## config.mk

```make
export PLATFORM = sky130hd
export DESIGN_NAME = rational_mul_div_reduce
export DESIGN_NICKNAME = d
export VERILOG_FILES = /design/src/rmdr_pkg.sv /design/src/rmdr_datapath.sv /design/src/rmdr_ctrl.sv /design/src/rational_mul_div_reduce.sv
export VERILOG_INCLUDE_DIRS = /design/src /design/src/src
export SDC_FILE = /design/constraint.sdc
export NUM_CORES = 2
export LEC_CHECK = 0
export BUFFER_PORTS_ARGS = -buffer_cell sky130_fd_sc_hd__buf_2
export CORE_ASPECT_RATIO = 1.75
export CORE_UTILIZATION = 60
export CTS_CLUSTER_SIZE = 12
export DETAILED_ROUTE_END_ITERATION = 10
export PLACE_DENSITY = 0.83
export SLEW_MARGIN = 25
export SYNTH_ARGS = -nofsm -noshare
export SYNTH_HDL_FRONTEND = slang
export SYNTH_SLANG_ARGS = --single-unit
```

## constraint.sdc

```tcl
create_clock -name aclk -period 14.05 [get_ports aclk]
set_input_delay 0 -clock aclk [delete_from_list [all_inputs] [get_ports aclk]]
set_output_delay 0 -clock aclk [all_outputs]
set_load 0.1 [all_outputs]
```

## src/assert_macros.svh

```systemverilog
// ----------------------------------------------------------------------------
// assert_macros.svh
// Assertion helper macros shared by the RTL.
// ----------------------------------------------------------------------------
`ifndef ASSERT_MACROS_SVH
`define ASSERT_MACROS_SVH

// Implication checked on every clock edge outside reset.
`define ASSERT_IMPL(label, clk, rstn, ante, cons, msg) \
    label: assert property (@(posedge clk) disable iff (!rstn) (ante) |-> (cons)) \
        else $error(msg);

// Next-cycle implication checked outside reset.
`define ASSERT_NEXT(label, clk, rstn, ante, cons, msg) \
    label: assert property (@(posedge clk) disable iff (!rstn) (ante) |=> (cons)) \
        else $error(msg);

`endif

```

## src/rmdr_pkg.sv

```systemverilog
// ----------------------------------------------------------------------------
// rmdr_pkg
// Shared types and constants of the rational multiply/divide/reduce unit.
// ----------------------------------------------------------------------------
package rmdr_pkg;

    localparam int OPERAND_WIDTH_DEF = 16;
    localparam int RES_NUM_W = 32;
    localparam int RES_DEN_W = 31;

    localparam logic [1:0] OP_REDUCE = 2'd0;
    localparam logic [1:0] OP_MUL    = 2'd1;
    localparam logic [1:0] OP_DIV    = 2'd2;

    typedef enum logic [3:0] {
        ST_IDLE,
        ST_MUL,
        ST_CHECK,
        ST_SHIFT,
        ST_STRIP,
        ST_GCD,
        ST_DIVN,
        ST_DIVD,
        ST_OUT
    } rmdr_state_t;

    typedef struct packed {
        logic load;
        logic mul;
        logic shift_both;
        logic strip_u;
        logic gcd_step;
        logic div_start_n;
        logic div_start_d;
        logic div_step;
        logic out_load;
    } rmdr_cmd_t;

    typedef struct packed {
        logic d_zero;
        logic n_zero;
        logic both_even;
        logic u_even;
        logic v_zero;
        logic div_done;
    } rmdr_sts_t;

endpackage

```

## src/rmdr_datapath.sv

```systemverilog
// ----------------------------------------------------------------------------
// rmdr_datapath
// Operand products, binary gcd and restoring division by the gcd.
// ----------------------------------------------------------------------------
`include "assert_macros.svh"

module rmdr_datapath
    import rmdr_pkg::*;
#(
    parameter int OPERAND_WIDTH = OPERAND_WIDTH_DEF
) (
    input  logic                        aclk,
    input  logic                        aresetn,
    input  rmdr_cmd_t                   cmd,
    output rmdr_sts_t                   sts,
    input  logic [1:0]                  op,
    input  logic [OPERAND_WIDTH-1:0]    a_num,
    input  logic [OPERAND_WIDTH-1:0]    a_den,
    input  logic [OPERAND_WIDTH-1:0]    b_num,
    input  logic [OPERAND_WIDTH-1:0]    b_den,
    output logic [RES_NUM_W-1:0]        res_num,
    output logic [RES_DEN_W-1:0]        res_den,
    output logic                        status
);

    localparam int W  = OPERAND_WIDTH;
    localparam int PW = 2 * OPERAND_WIDTH;
    localparam int CW = $clog2(PW + 1);

    logic [W-1:0]  x0_reg, x1_reg, y0_reg, y1_reg;
    logic          xn_neg_reg, yn_neg_reg, xd_neg_reg, yd_neg_reg;
    logic          single_reg;
    logic [PW-1:0] nm_reg, dm_reg, u_reg, v_reg, q_reg, r_reg;
    logic [PW-1:0] nq_reg;
    logic          neg_reg;
    logic [CW-1:0] sh_reg, cnt_reg;
    logic [RES_NUM_W-1:0] res_num_reg;
    logic [RES_DEN_W-1:0] res_den_reg;
    logic          status_reg;

    function automatic logic [W-1:0] mag(input logic [W-1:0] x);
        return x[W-1] ? (~x + 1'b1) : x;
    endfunction

    logic [PW-1:0] diff, gg, rs;
    logic          swap;

    assign gg   = u_reg << sh_reg;
    assign swap = u_reg > v_reg;
    assign diff = swap ? (u_reg - v_reg) : (v_reg - u_reg);
    assign rs   = {r_reg[PW-2:0], q_reg[PW-1]};

    always_ff @(posedge aclk) begin
        if (cmd.load) begin
            single_reg <= (op != OP_MUL) && (op != OP_DIV);
            x0_reg     <= mag(a_num);
            xn_neg_reg <= a_num[W-1];
            x1_reg     <= mag(a_den);
            xd_neg_reg <= a_den[W-1];
            if (op == OP_DIV) begin
                y0_reg     <= mag(b_den);
                yn_neg_reg <= b_den[W-1];
                y1_reg     <= mag(b_num);
                yd_neg_reg <= b_num[W-1];
            end else begin
                y0_reg     <= mag(b_num);
                yn_neg_reg <= b_num[W-1];
                y1_reg     <= mag(b_den);
                yd_neg_reg <= b_den[W-1];
            end
        end
        if (cmd.mul) begin
            if (single_reg) begin
                nm_reg  <= PW'(x0_reg);
                dm_reg  <= PW'(x1_reg);
                neg_reg <= xn_neg_reg ^ xd_neg_reg;
            end else begin
                nm_reg  <= PW'(x0_reg) * PW'(y0_reg);
                dm_reg  <= PW'(x1_reg) * PW'(y1_reg);
                neg_reg <= xn_neg_reg ^ yn_neg_reg ^ xd_neg_reg ^ yd_neg_reg;
            end
            sh_reg <= '0;
        end
        if (cmd.mul) begin
            u_reg <= single_reg ? PW'(x0_reg) : PW'(x0_reg) * PW'(y0_reg);
            v_reg <= single_reg ? PW'(x1_reg) : PW'(x1_reg) * PW'(y1_reg);
        end else if (cmd.shift_both) begin
            u_reg  <= u_reg >> 1;
            v_reg  <= v_reg >> 1;
            sh_reg <= sh_reg + 1'b1;
        end else if (cmd.strip_u) begin
            u_reg <= u_reg >> 1;
        end else if (cmd.gcd_step) begin
            if (!v_reg[0]) begin
                v_reg <= v_reg >> 1;
            end else begin
                if (swap) u_reg <= v_reg;
                v_reg <= diff;
            end
        end
        if (cmd.div_start_n || cmd.div_start_d) begin
            q_reg   <= cmd.div_start_n ? nm_reg : dm_reg;
            r_reg   <= '0;
            cnt_reg <= CW'(PW);
            if (cmd.div_start_n) u_reg <= gg;
        end else if (cmd.div_step) begin
            cnt_reg <= cnt_reg - 1'b1;
            if (rs >= u_reg) begin
                r_reg <= rs - u_reg;
                q_reg <= {q_reg[PW-2:0], 1'b1};
            end else begin
                r_reg <= rs;
                q_reg <= {q_reg[PW-2:0], 1'b0};
            end
        end
        if (cmd.div_start_d) begin
            nq_reg <= q_reg;
        end
        if (cmd.out_load) begin
            if (sts.d_zero) begin
                res_num_reg <= '0;
                res_den_reg <= '0;
                status_reg  <= 1'b1;
            end else if (sts.n_zero) begin
                res_num_reg <= '0;
                res_den_reg <= RES_DEN_W'(1);
                status_reg  <= 1'b0;
            end else begin
                res_num_reg <= neg_reg ? (~RES_NUM_W'(nq_reg) + 1'b1) : RES_NUM_W'(nq_reg);
                res_den_reg <= RES_DEN_W'(q_reg);
                status_reg  <= 1'b0;
            end
        end
    end

    assign sts.d_zero    = (dm_reg == '0);
    assign sts.n_zero    = (nm_reg == '0);
    assign sts.both_even = !u_reg[0] && !v_reg[0];
    assign sts.u_even    = !u_reg[0];
    assign sts.v_zero    = (v_reg == '0);
    assign sts.div_done  = (cnt_reg == '0);

    assign res_num = res_num_reg;
    assign res_den = res_den_reg;
    assign status  = status_reg;

    `ASSERT_NEXT(a_div_count, aclk, aresetn, cmd.div_start_n, cnt_reg == CW'(PW),
        "divider count not loaded")
    `ASSERT_IMPL(a_gcd_odd_u, aclk, aresetn, cmd.gcd_step, u_reg[0],
        "gcd step with even u")

endmodule

```

## src/rmdr_ctrl.sv

```systemverilog
// ----------------------------------------------------------------------------
// rmdr_ctrl
// Sequencer: handshake, product, gcd loop, two divisions, output hold.
// ----------------------------------------------------------------------------
`include "assert_macros.svh"

module rmdr_ctrl
    import rmdr_pkg::*;
(
    input  logic        aclk,
    input  logic        aresetn,
    input  logic        s_tvalid,
    output logic        s_tready,
    output logic        m_tvalid,
    input  logic        m_tready,
    output rmdr_cmd_t   cmd,
    input  rmdr_sts_t   sts
);

    rmdr_state_t state_reg, state_next;
    logic        m_tvalid_reg, m_tvalid_next;

    always_ff @(posedge aclk) begin
        if (!aresetn) begin
            state_reg    <= ST_IDLE;
            m_tvalid_reg <= 1'b0;
        end else begin
            state_reg    <= state_next;
            m_tvalid_reg <= m_tvalid_next;
        end
    end

    always_comb begin
        state_next = state_reg;
        case (state_reg)
            ST_IDLE:  if (s_tvalid) state_next = ST_MUL;
            ST_MUL:   state_next = ST_CHECK;
            ST_CHECK: state_next = (sts.d_zero || sts.n_zero) ? ST_OUT : ST_SHIFT;
            ST_SHIFT: if (!sts.both_even) state_next = ST_STRIP;
            ST_STRIP: if (!sts.u_even) state_next = ST_GCD;
            ST_GCD:   if (sts.v_zero) state_next = ST_DIVN;
            ST_DIVN:  if (sts.div_done) state_next = ST_DIVD;
            ST_DIVD:  if (sts.div_done) state_next = ST_OUT;
            ST_OUT:   if (!m_tvalid_reg || m_tready) state_next = ST_IDLE;
            default:  state_next = ST_IDLE;
        endcase
    end

    always_comb begin
        cmd           = '0;
        m_tvalid_next = m_tvalid_reg && !m_tready;
        s_tready      = 1'b0;
        case (state_reg)
            ST_IDLE:  begin
                s_tready = 1'b1;
                cmd.load = s_tvalid;
            end
            ST_MUL:   cmd.mul = 1'b1;
            ST_CHECK: ;
            ST_SHIFT: cmd.shift_both = sts.both_even;
            ST_STRIP: begin
                cmd.strip_u = sts.u_even;
                cmd.gcd_step = 1'b0;
            end
            ST_GCD:   begin
                cmd.gcd_step    = !sts.v_zero;
                cmd.div_start_n = sts.v_zero;
            end
            ST_DIVN:  begin
                cmd.div_step    = !sts.div_done;
                cmd.div_start_d = sts.div_done;
            end
            ST_DIVD:  cmd.div_step = !sts.div_done;
            ST_OUT:   if (!m_tvalid_reg || m_tready) begin
                cmd.out_load  = 1'b1;
                m_tvalid_next = 1'b1;
            end
            default:  ;
        endcase
    end

    assign m_tvalid = m_tvalid_reg;

    `ASSERT_IMPL(a_busy_no_ready, aclk, aresetn, state_reg != ST_IDLE, !s_tready,
        "ready while busy")
    `ASSERT_NEXT(a_out_valid, aclk, aresetn, cmd.out_load, m_tvalid,
        "result loaded without valid")

endmodule

```

## src/rational_mul_div_reduce.sv

```systemverilog
// ----------------------------------------------------------------------------
// rational_mul_div_reduce
// Reduces a fraction, or multiplies/divides two fractions, in lowest terms.
// ----------------------------------------------------------------------------
// Usage:
//   s_ channel: one request per transfer; tuser carries op, tdata the four
//   operands. m_ channel: one result per request; tuser carries status.
//   A request passes through load, product and a check, then the binary
//   gcd (shared trailing zeros + strip + one subtract/shift per cycle),
//   then two restoring divisions by the gcd on the shared divider, and the
//   output stage. Zero numerator or denominator skips straight from the
//   check to the output.
//   One request is in work at a time; s_tready is high only when idle.
//   A stalled result is held in the output register; the next request is
//   accepted and computed meanwhile, then waits until that result is taken.
//   Reset (aresetn low, synchronous) returns to idle with no result pending.
// ----------------------------------------------------------------------------
module rational_mul_div_reduce
    import rmdr_pkg::*;
#(
    parameter int OPERAND_WIDTH = OPERAND_WIDTH_DEF
) (
    input  logic                        aclk,
    input  logic                        aresetn,
    input  logic                        s_tvalid,
    output logic                        s_tready,
    input  logic [4*OPERAND_WIDTH-1:0]  s_tdata,  // a_num, a_den, b_num, b_den
    input  logic [1:0]                  s_tuser,  // op
    output logic                        m_tvalid,
    input  logic                        m_tready,
    output logic [63:0]                 m_tdata,  // res_num, res_den, zero pad
    output logic                        m_tuser   // status
);

    localparam int W = OPERAND_WIDTH;

    rmdr_cmd_t cmd;
    rmdr_sts_t sts;
    logic [RES_NUM_W-1:0] res_num;
    logic [RES_DEN_W-1:0] res_den;

    rmdr_ctrl u_ctrl (
        .aclk     (aclk),
        .aresetn  (aresetn),
        .s_tvalid (s_tvalid),
        .s_tready (s_tready),
        .m_tvalid (m_tvalid),
        .m_tready (m_tready),
        .cmd      (cmd),
        .sts      (sts)
    );

    rmdr_datapath #(.OPERAND_WIDTH(OPERAND_WIDTH)) u_dp (
        .aclk    (aclk),
        .aresetn (aresetn),
        .cmd     (cmd),
        .sts     (sts),
        .op      (s_tuser),
        .a_num   (s_tdata[W-1:0]),
        .a_den   (s_tdata[2*W-1:W]),
        .b_num   (s_tdata[3*W-1:2*W]),
        .b_den   (s_tdata[4*W-1:3*W]),
        .res_num (res_num),
        .res_den (res_den),
        .status  (m_tuser)
    );

    assign m_tdata = {1'b0, res_den, res_num};

endmodule

```

After elaboration in Yosys (flattened, before gate mapping)

Cells that the tools add are included.

Output and inout bits: 67
Logic and storage cells: 151
Input port bits: 70
Flip-flop bits (word level): 374

Shift operators: 1
Bitwise operators: 9
Order comparisons: 2
Reduce and logical (&&, ||, !) cells: 23
Multiply operators: 2
$add $sub $neg: 10
Multiplexer cells: 58
Equal/unequal tests: 19

Operator list:

| operator                                                                 | count |
|---|---|
| 32-bit two-way mux                                                       | 20 |
| 32-bit logical NOT                                                       | 3 |
| 16-bit by 1-bit adder with 16-bit output (second input constant)         | 4 |
| 16-bit by 16-bit multiplier with 32-bit output                           | 2 |
| 16-bit two-way mux                                                       | 4 |
| 16-bit NOT                                                               | 4 |
| 32-bit subtractor                                                        | 2 |
| 4-bit one-hot mux with 9 select lines                                    | 1 |
| 32-bit by 1-bit adder with 32-bit output (second input constant)         | 1 |
| 32-bit greater-or-equal comparator                                       | 1 |
| 32-bit greater-than comparator                                           | 1 |
| 4-bit two-way mux                                                        | 8 |
| 32-bit NOT                                                               | 1 |
| 32-bit by 6-bit left shift with 32-bit output                            | 1 |
| 31-bit two-way mux                                                       | 1 |
| 31-bit subtractor                                                        | 1 |
| 15-bit two-way mux                                                       | 2 |
| 1-bit two-way mux                                                        | 19 |
| 6-bit two-way mux                                                        | 3 |
| 4-bit by 3-bit equality test with 1-bit output (second input constant)   | 4 |
| 2-bit by 1-bit inequality test with 1-bit output (second input constant) | 6 |
| 4-bit by 2-bit equality test with 1-bit output (second input constant)   | 2 |
| 7-bit AND reduction                                                      | 1 |
| 6-bit by 1-bit adder with 6-bit output (second input constant)           | 1 |
| 16 further kinds                                                         | 31 |

Depth between registers and ports, before layout

Depth in word-level cells: 9
Gate-level depth with buffers: 26

Modules after synthesis

From an unflattened synthesis, not the netlist that was laid out.

Cells, all modules: 4,427
Area total of the unflattened synthesis: 40,930.5 um^2

Modules (own cells, without submodules):

| module                  | cells an instance | times used | area an instance (um^2) |
|---|---|---|---|
| rmdr_datapath           | 4,368             | 1          | 40,452.5 |
| rmdr_ctrl               | 57                | 1          | 466.7 |
| rational_mul_div_reduce | 2                 | 1          | 11.3 |

Worst setup path before layout

Ideal clock, no wire load.

Path type: reg-to-reg
From: reg u_dp.x1_reg[13]
To: reg u_dp.v_reg[29] (data pin)
Required time: 13.791 ns
Slack: 7.780 ns
Arrival time: 6.011 ns
Cell stages (with the launch flop): 26
Clock period less this slack: 6.270 ns
Setup time: 0.259 ns
Cell sequence: edfxtp_1 clkbuf_1 clkbuf_1 nand2_1 fa_1 inv_1 fa_1 inv_1 fa_1 inv_1 fa_1 fa_1 inv_1 fa_1 inv_1 ha_1 clkbuf_1 and4_1 a221oi_1 nand2_1 o22ai_1 o31ai_1 o41ai_1 xor2_1 nor2_1 a2bb2oi_1

Cells in the longest elaborated chain, start to end: 3

Ends and longest elaborated chain:

| what                                           | line                | source |
|---|---|---|
| start, declared                                | rmdr_datapath.sv:30 | `logic [W-1:0] x0_reg, x1_reg, y0_reg, y1_reg;` |
| start signal, assigned                         | rmdr_datapath.sv:58 | `x1_reg <= mag(a_den);` |
| 16-bit by 16-bit multiplier with 32-bit output | rmdr_datapath.sv:86 | `v_reg <= single_reg ? PW'(x1_reg) : PW'(x1_reg) * PW'(y1_reg);` |
| 32-bit two-way mux                             | -                   |  |
| 32-bit two-way mux                             | rmdr_datapath.sv:84 | `if (cmd.mul) begin` |
| end signal, assigned                           | rmdr_datapath.sv:86 |  |
| end signal, assigned                           | rmdr_datapath.sv:89 | `v_reg <= v_reg >> 1;` |
| end signal, assigned                           | rmdr_datapath.sv:95 | `v_reg <= v_reg >> 1;` |
| end, declared                                  | rmdr_datapath.sv:33 | `logic [PW-1:0] nm_reg, dm_reg, u_reg, v_reg, q_reg, r_reg;` |

Every way passes these cells.
A chain may end at the register's enable or synchronous reset.

Worst setup path after layout

From: reg u_dp.y0_reg[2]
To: reg u_dp.u_reg[30] (data pin)

Cells in the longest elaborated chain, start to end: 5

Ends and longest elaborated chain:

| what                                               | line                 | source |
|---|---|---|
| start, declared                                    | rmdr_datapath.sv:30  |  |
| start signal, assigned                             | rmdr_datapath.sv:61  | `y0_reg <= mag(b_den);` |
| start signal, assigned                             | rmdr_datapath.sv:66  | `y0_reg <= mag(b_num);` |
| 16-bit by 16-bit multiplier with 32-bit output (*) | rmdr_datapath.sv:85  | `u_reg <= single_reg ? PW'(x0_reg) : PW'(x0_reg) * PW'(y0_reg);` |
| 32-bit two-way mux (*)                             | -                    |  |
| 32-bit two-way mux (*)                             | rmdr_datapath.sv:84  |  |
| 32-bit two-way mux                                 | rmdr_datapath.sv:105 | `if (cmd.div_start_n) u_reg <= gg;` |
| 32-bit two-way mux (*)                             | rmdr_datapath.sv:101 | `if (cmd.div_start_n \|\| cmd.div_start_d) begin` |
| end signal, assigned                               | rmdr_datapath.sv:85  |  |
| end signal, assigned                               | rmdr_datapath.sv:88  | `u_reg <= u_reg >> 1;` |
| end signal, assigned                               | rmdr_datapath.sv:105 |  |
| end, declared                                      | rmdr_datapath.sv:33  |  |

Every way passes the cells marked *; elsewhere a longest branch is shown, timed or not.

==> results.py <==
metrics = {
    "clocking": {
        "clkSinkCount": 374,
        "cts_resized": 0,
        "clock_latency_ns": 0.62,
        "cts_buffer_depth": 3,
        "cts_tree": "built",
        "htree_levels": 2,
        "clkTransAtPathRegs_ns": 0.06,
        "cts_buffers": 39,
        "cts_root_buffer": "clkbuf_16",
    },
    "critical_path": {
        "cp-end-kind": "register",
        "path_class": "register to register",
        "slowest_stage": "edfxtp_1",
        "r2r_end": "u_dp.u_reg[30]",
        "reg2reg_depth": 19,
        "arrival_ns": 7.49,
        "cp_num_buf_inv": 1,
        "cp.required_ns": 14.37,
        "max_stage_delay_ns": 0.81,
        "startpoint_type": "register",
        "crit_family": "adder cells",
        "critical_path.cell_chain": "nand2_1, fa_1, fa_1, inv_1, ha_1, fa_1, fa_1, fa_1, ha_1, a2111oi_0, o21ai_0, and4_1, o21ai_0, o21ai_0, o21ai_0, nor2_1, o21ai_0, xor2_1, o221ai_1",
        "rrSetupSlack_ns": 6.88,
        "r2r_start": "u_dp.y0_reg[2]",
        "crit_fanout": 16,
    },
    "route": {
        "dr.pass1.iters": 6,
        "finalWirelength_um": 136600,
        "ant_nets": 0,
        "drt_drc_violations_left": 0,
        "vias": 34550,
        "drtIter0Drc": 3363,
        "via_per_inst": 6.239,
        "wl_per_cell_um": 24.67,
    },
    "yosys": {
        "synth_top_area_share_pct": 21.80,
        "ys_dominant_reg_cell": "edfxtp_1",
        "synthCells": 4516,
        "ys_ff_latch": 374,
        "yosys.area.top_type": "edfxtp_1",
        "synth_edf_count": 296,
        "synthTopCellsByArea": "edfxtp_1, fa_1, ha_1",
        "ys_types": 85,
        "synthArstFlopShare_pct": 0,
        "synth_nets": 5290,
        "yosysWarnings": 0,
        "synthesis.area_um2": 40780,
        "yosysSeqAreaShare_pct": 25.63,
        "syn-mean-instance-area_um2": 9.030,
    },
    "final_layout": {
        "drive_gt1_share_pct": 6.468,
        "syn_to_final_growth_pct": 8.692,
        "fin_nets": 5382,
    },
    "timing": {
        "max_freq_mhz": 139.5,
        "period_needed_ns": 7.170,
        "setup_viol": 0,
        "fin_crit_sh_pct": 51.03,
        "setup_tns_ns": 0,
        "worst_slew_pin_slew_ns": 1.119,
        "max_slew_margin_pct": 24.98,
        "skew_ns": 0.04224,
        "rsz0062_at_grt": "no",
        "slew_violations": 0,
        "finalHoldViolCount": 0,
    },
    "global_route": {
        "grt_pass1_vias": 35370,
        "grt_use_total_pct": 40.41,
        "overflow": 0,
        "grt_pass1_wl_um": 206300,
        "grt_max_degree": 73,
        "antenna_found_initial": 7,
    },
    "floorplan": {
        "num_rows": 126,
        "die_area_um2": 69060,
        "die-height_um": 346.9,
        "start_util_pct": 60.58,
        "pin_count": 137,
        "die_w_um": 199.1,
        "core_um2": 67320,
    },
    "placement": {
        "hpwl_um": 103100,
        "place.port_buffers": 135,
        "gp_congestion": 1.154,
    },
    "run_status": {
        "outcome": "complete, no violations",
    },
    "hold_path": {
        "min_path_cells": 3,
        "min_to": "u_dp.y0_reg[5]",
        "hold_class": "input pin to register",
        "hp-start": "s_tdata[53]",
    },
    "job": {
        "maxCapViolCount": 0,
    },
}
-- Yosys cell counts, types with 29 or more instances --
library cell / count
nand2_1: 621
inv_1: 595
fa_1: 391
ha_1: 313
edfxtp_1: 296
and2_1: 273
nor2_1: 257
clkbuf_1: 209
a21oi_1: 208
o21ai_0: 199
xnor2_1: 107
mux2i_1: 87
xor2_1: 87
dfxtp_1: 78
a21o_1: 70
nand3_1: 70
nor3_1: 49
a22oi_1: 39
nor4_1: 38
a211oi_1: 32
nand4_1: 31
o21a_1: 29
-- layout make-up --
class,instances,area [um2]
multi-input combinational,3319,27300
antenna,4,10.01
timing repair buffer,276,1992
inverter,598,2247
tap,896,1121
fill,5478,22990
sequential,374,10450
clock buffer,65,1114
clock inverter,6,87.58
-- worst reg2reg max path: cells and delay by family (launching register included) --
kind | cells | cell delay, ns
buffers and inverters | 1 | 0.04
and+or+nand+nor | 3 | 0.59
adders and majority gates | 7 | 3.10
DFF | 1 | 0.81
AOI/OAI and AO/OA | 7 | 2.10
xor gates and xnor gates | 1 | 0.25
-- cell usage in the layout (no fill, tap or decap), types with 20 or more instances in the layout --
cell type      netlist  final
a211oi_1            32     28
a21o_1              70     70
a21oi_1            208    207
a22oi_1             39     39
a31oi_1             21     21
and2_1             273    272
buf_2                2    135
buf_4                2     40
clkbuf_1           209     22
clkbuf_16            0     39
dfxtp_1             78     77
dlygate4sd3_1        0    100
edfxtp_1           296    296
fa_1               391    391
ha_1               313    313
inv_1              595    594
mux2i_1             87     87
mux4_2              20     20
nand2_1            621    620
nand2b_1            27     27
nand3_1             70     69
nand4_1             31     31
nor2_1             257    254
nor3_1              49     47
nor4_1              38     37
o21a_1              29     29
o21ai_0            199    198
o21ai_1             27     28
o21bai_1            27     27
o31ai_1             27     27
xnor2_1            107    107
xor2_1              87     87
-- metal layers --
| metal | GRT usage [%] | vias to the layer above | share of wire (%) |
|---|---|---|---|
| met1 | 40.44 | 16650 | 32 |
| met3 | 9.995 | 750 | 8.3 |
| met2 | 66.56 | 1803 | 48 |
| li1 | - | 15340 | - |
| met4 | 40.47 | 10 | 13 |
| met5 | 0 | - | 0.053 |
-- stage by stage --
step           worst slack, ns  util [%]  std cells  hold WS, ns  cell area (um2)
2_1_floorplan            7.780         -       4516      0.09887            40780
3_3_place_gp             7.093     62.48       5361       0.2063            42060
3_5_place_dp             7.008     62.48       5361       0.2050            42060
4_1_cts                  6.990     65.76       5532      0.01663            44270
5_1_grt                  6.486     65.85       5538      0.05726            44330
6_report                 6.880     65.85       5538      0.06698            44330
-- timing repair --
action | 4_1_cts | 5_1_grt
endpoints found under the hold margin | 63 | 0
setup buffers | 0 | 0
hold buffers | 100 | 0
-- worst max path at each step --
stage	startpoint	endpoint	slack [ns]	cells after the start
after global placement	u_dp.x0_reg[9]	u_dp.nm_reg[28]	7.09	21
after detailed placement	u_dp.x0_reg[10]	u_dp.u_reg[30]	7.01	21
after floorplan	u_dp.x1_reg[13]	u_dp.v_reg[29]	7.78	25
after CTS	u_dp.x0_reg[10]	u_dp.u_reg[28]	6.99	21
after global routing	u_dp.x0_reg[6]	u_dp.u_reg[28]	6.49	19
final	u_dp.y0_reg[2]	u_dp.u_reg[30]	6.88	19
-- cell families (layout without fill, tap and decap cells) --
| family | count (synthesis) | in the layout | synth area share (%) |
|---|---|---|---|
| adders and majority gates | 704 | 704 | 28.80 |
| DFF | 374 | 374 | 25.63 |
| AOI/OAI and AO/OA | 834 | 834 | 13.10 |
| buffers and inverters | 823 | 945 | 7.643 |
| muxes | 121 | 121 | 3.627 |
| other | 1 | 5 | 0.009196 |
| and+or+nand+nor | 1465 | 1465 | 17.03 |
| xor gates and xnor gates | 194 | 194 | 4.167 |
Power is not shown: default switching activity piles up to over one toggle a cycle in this logic, so the estimate is an artifact.
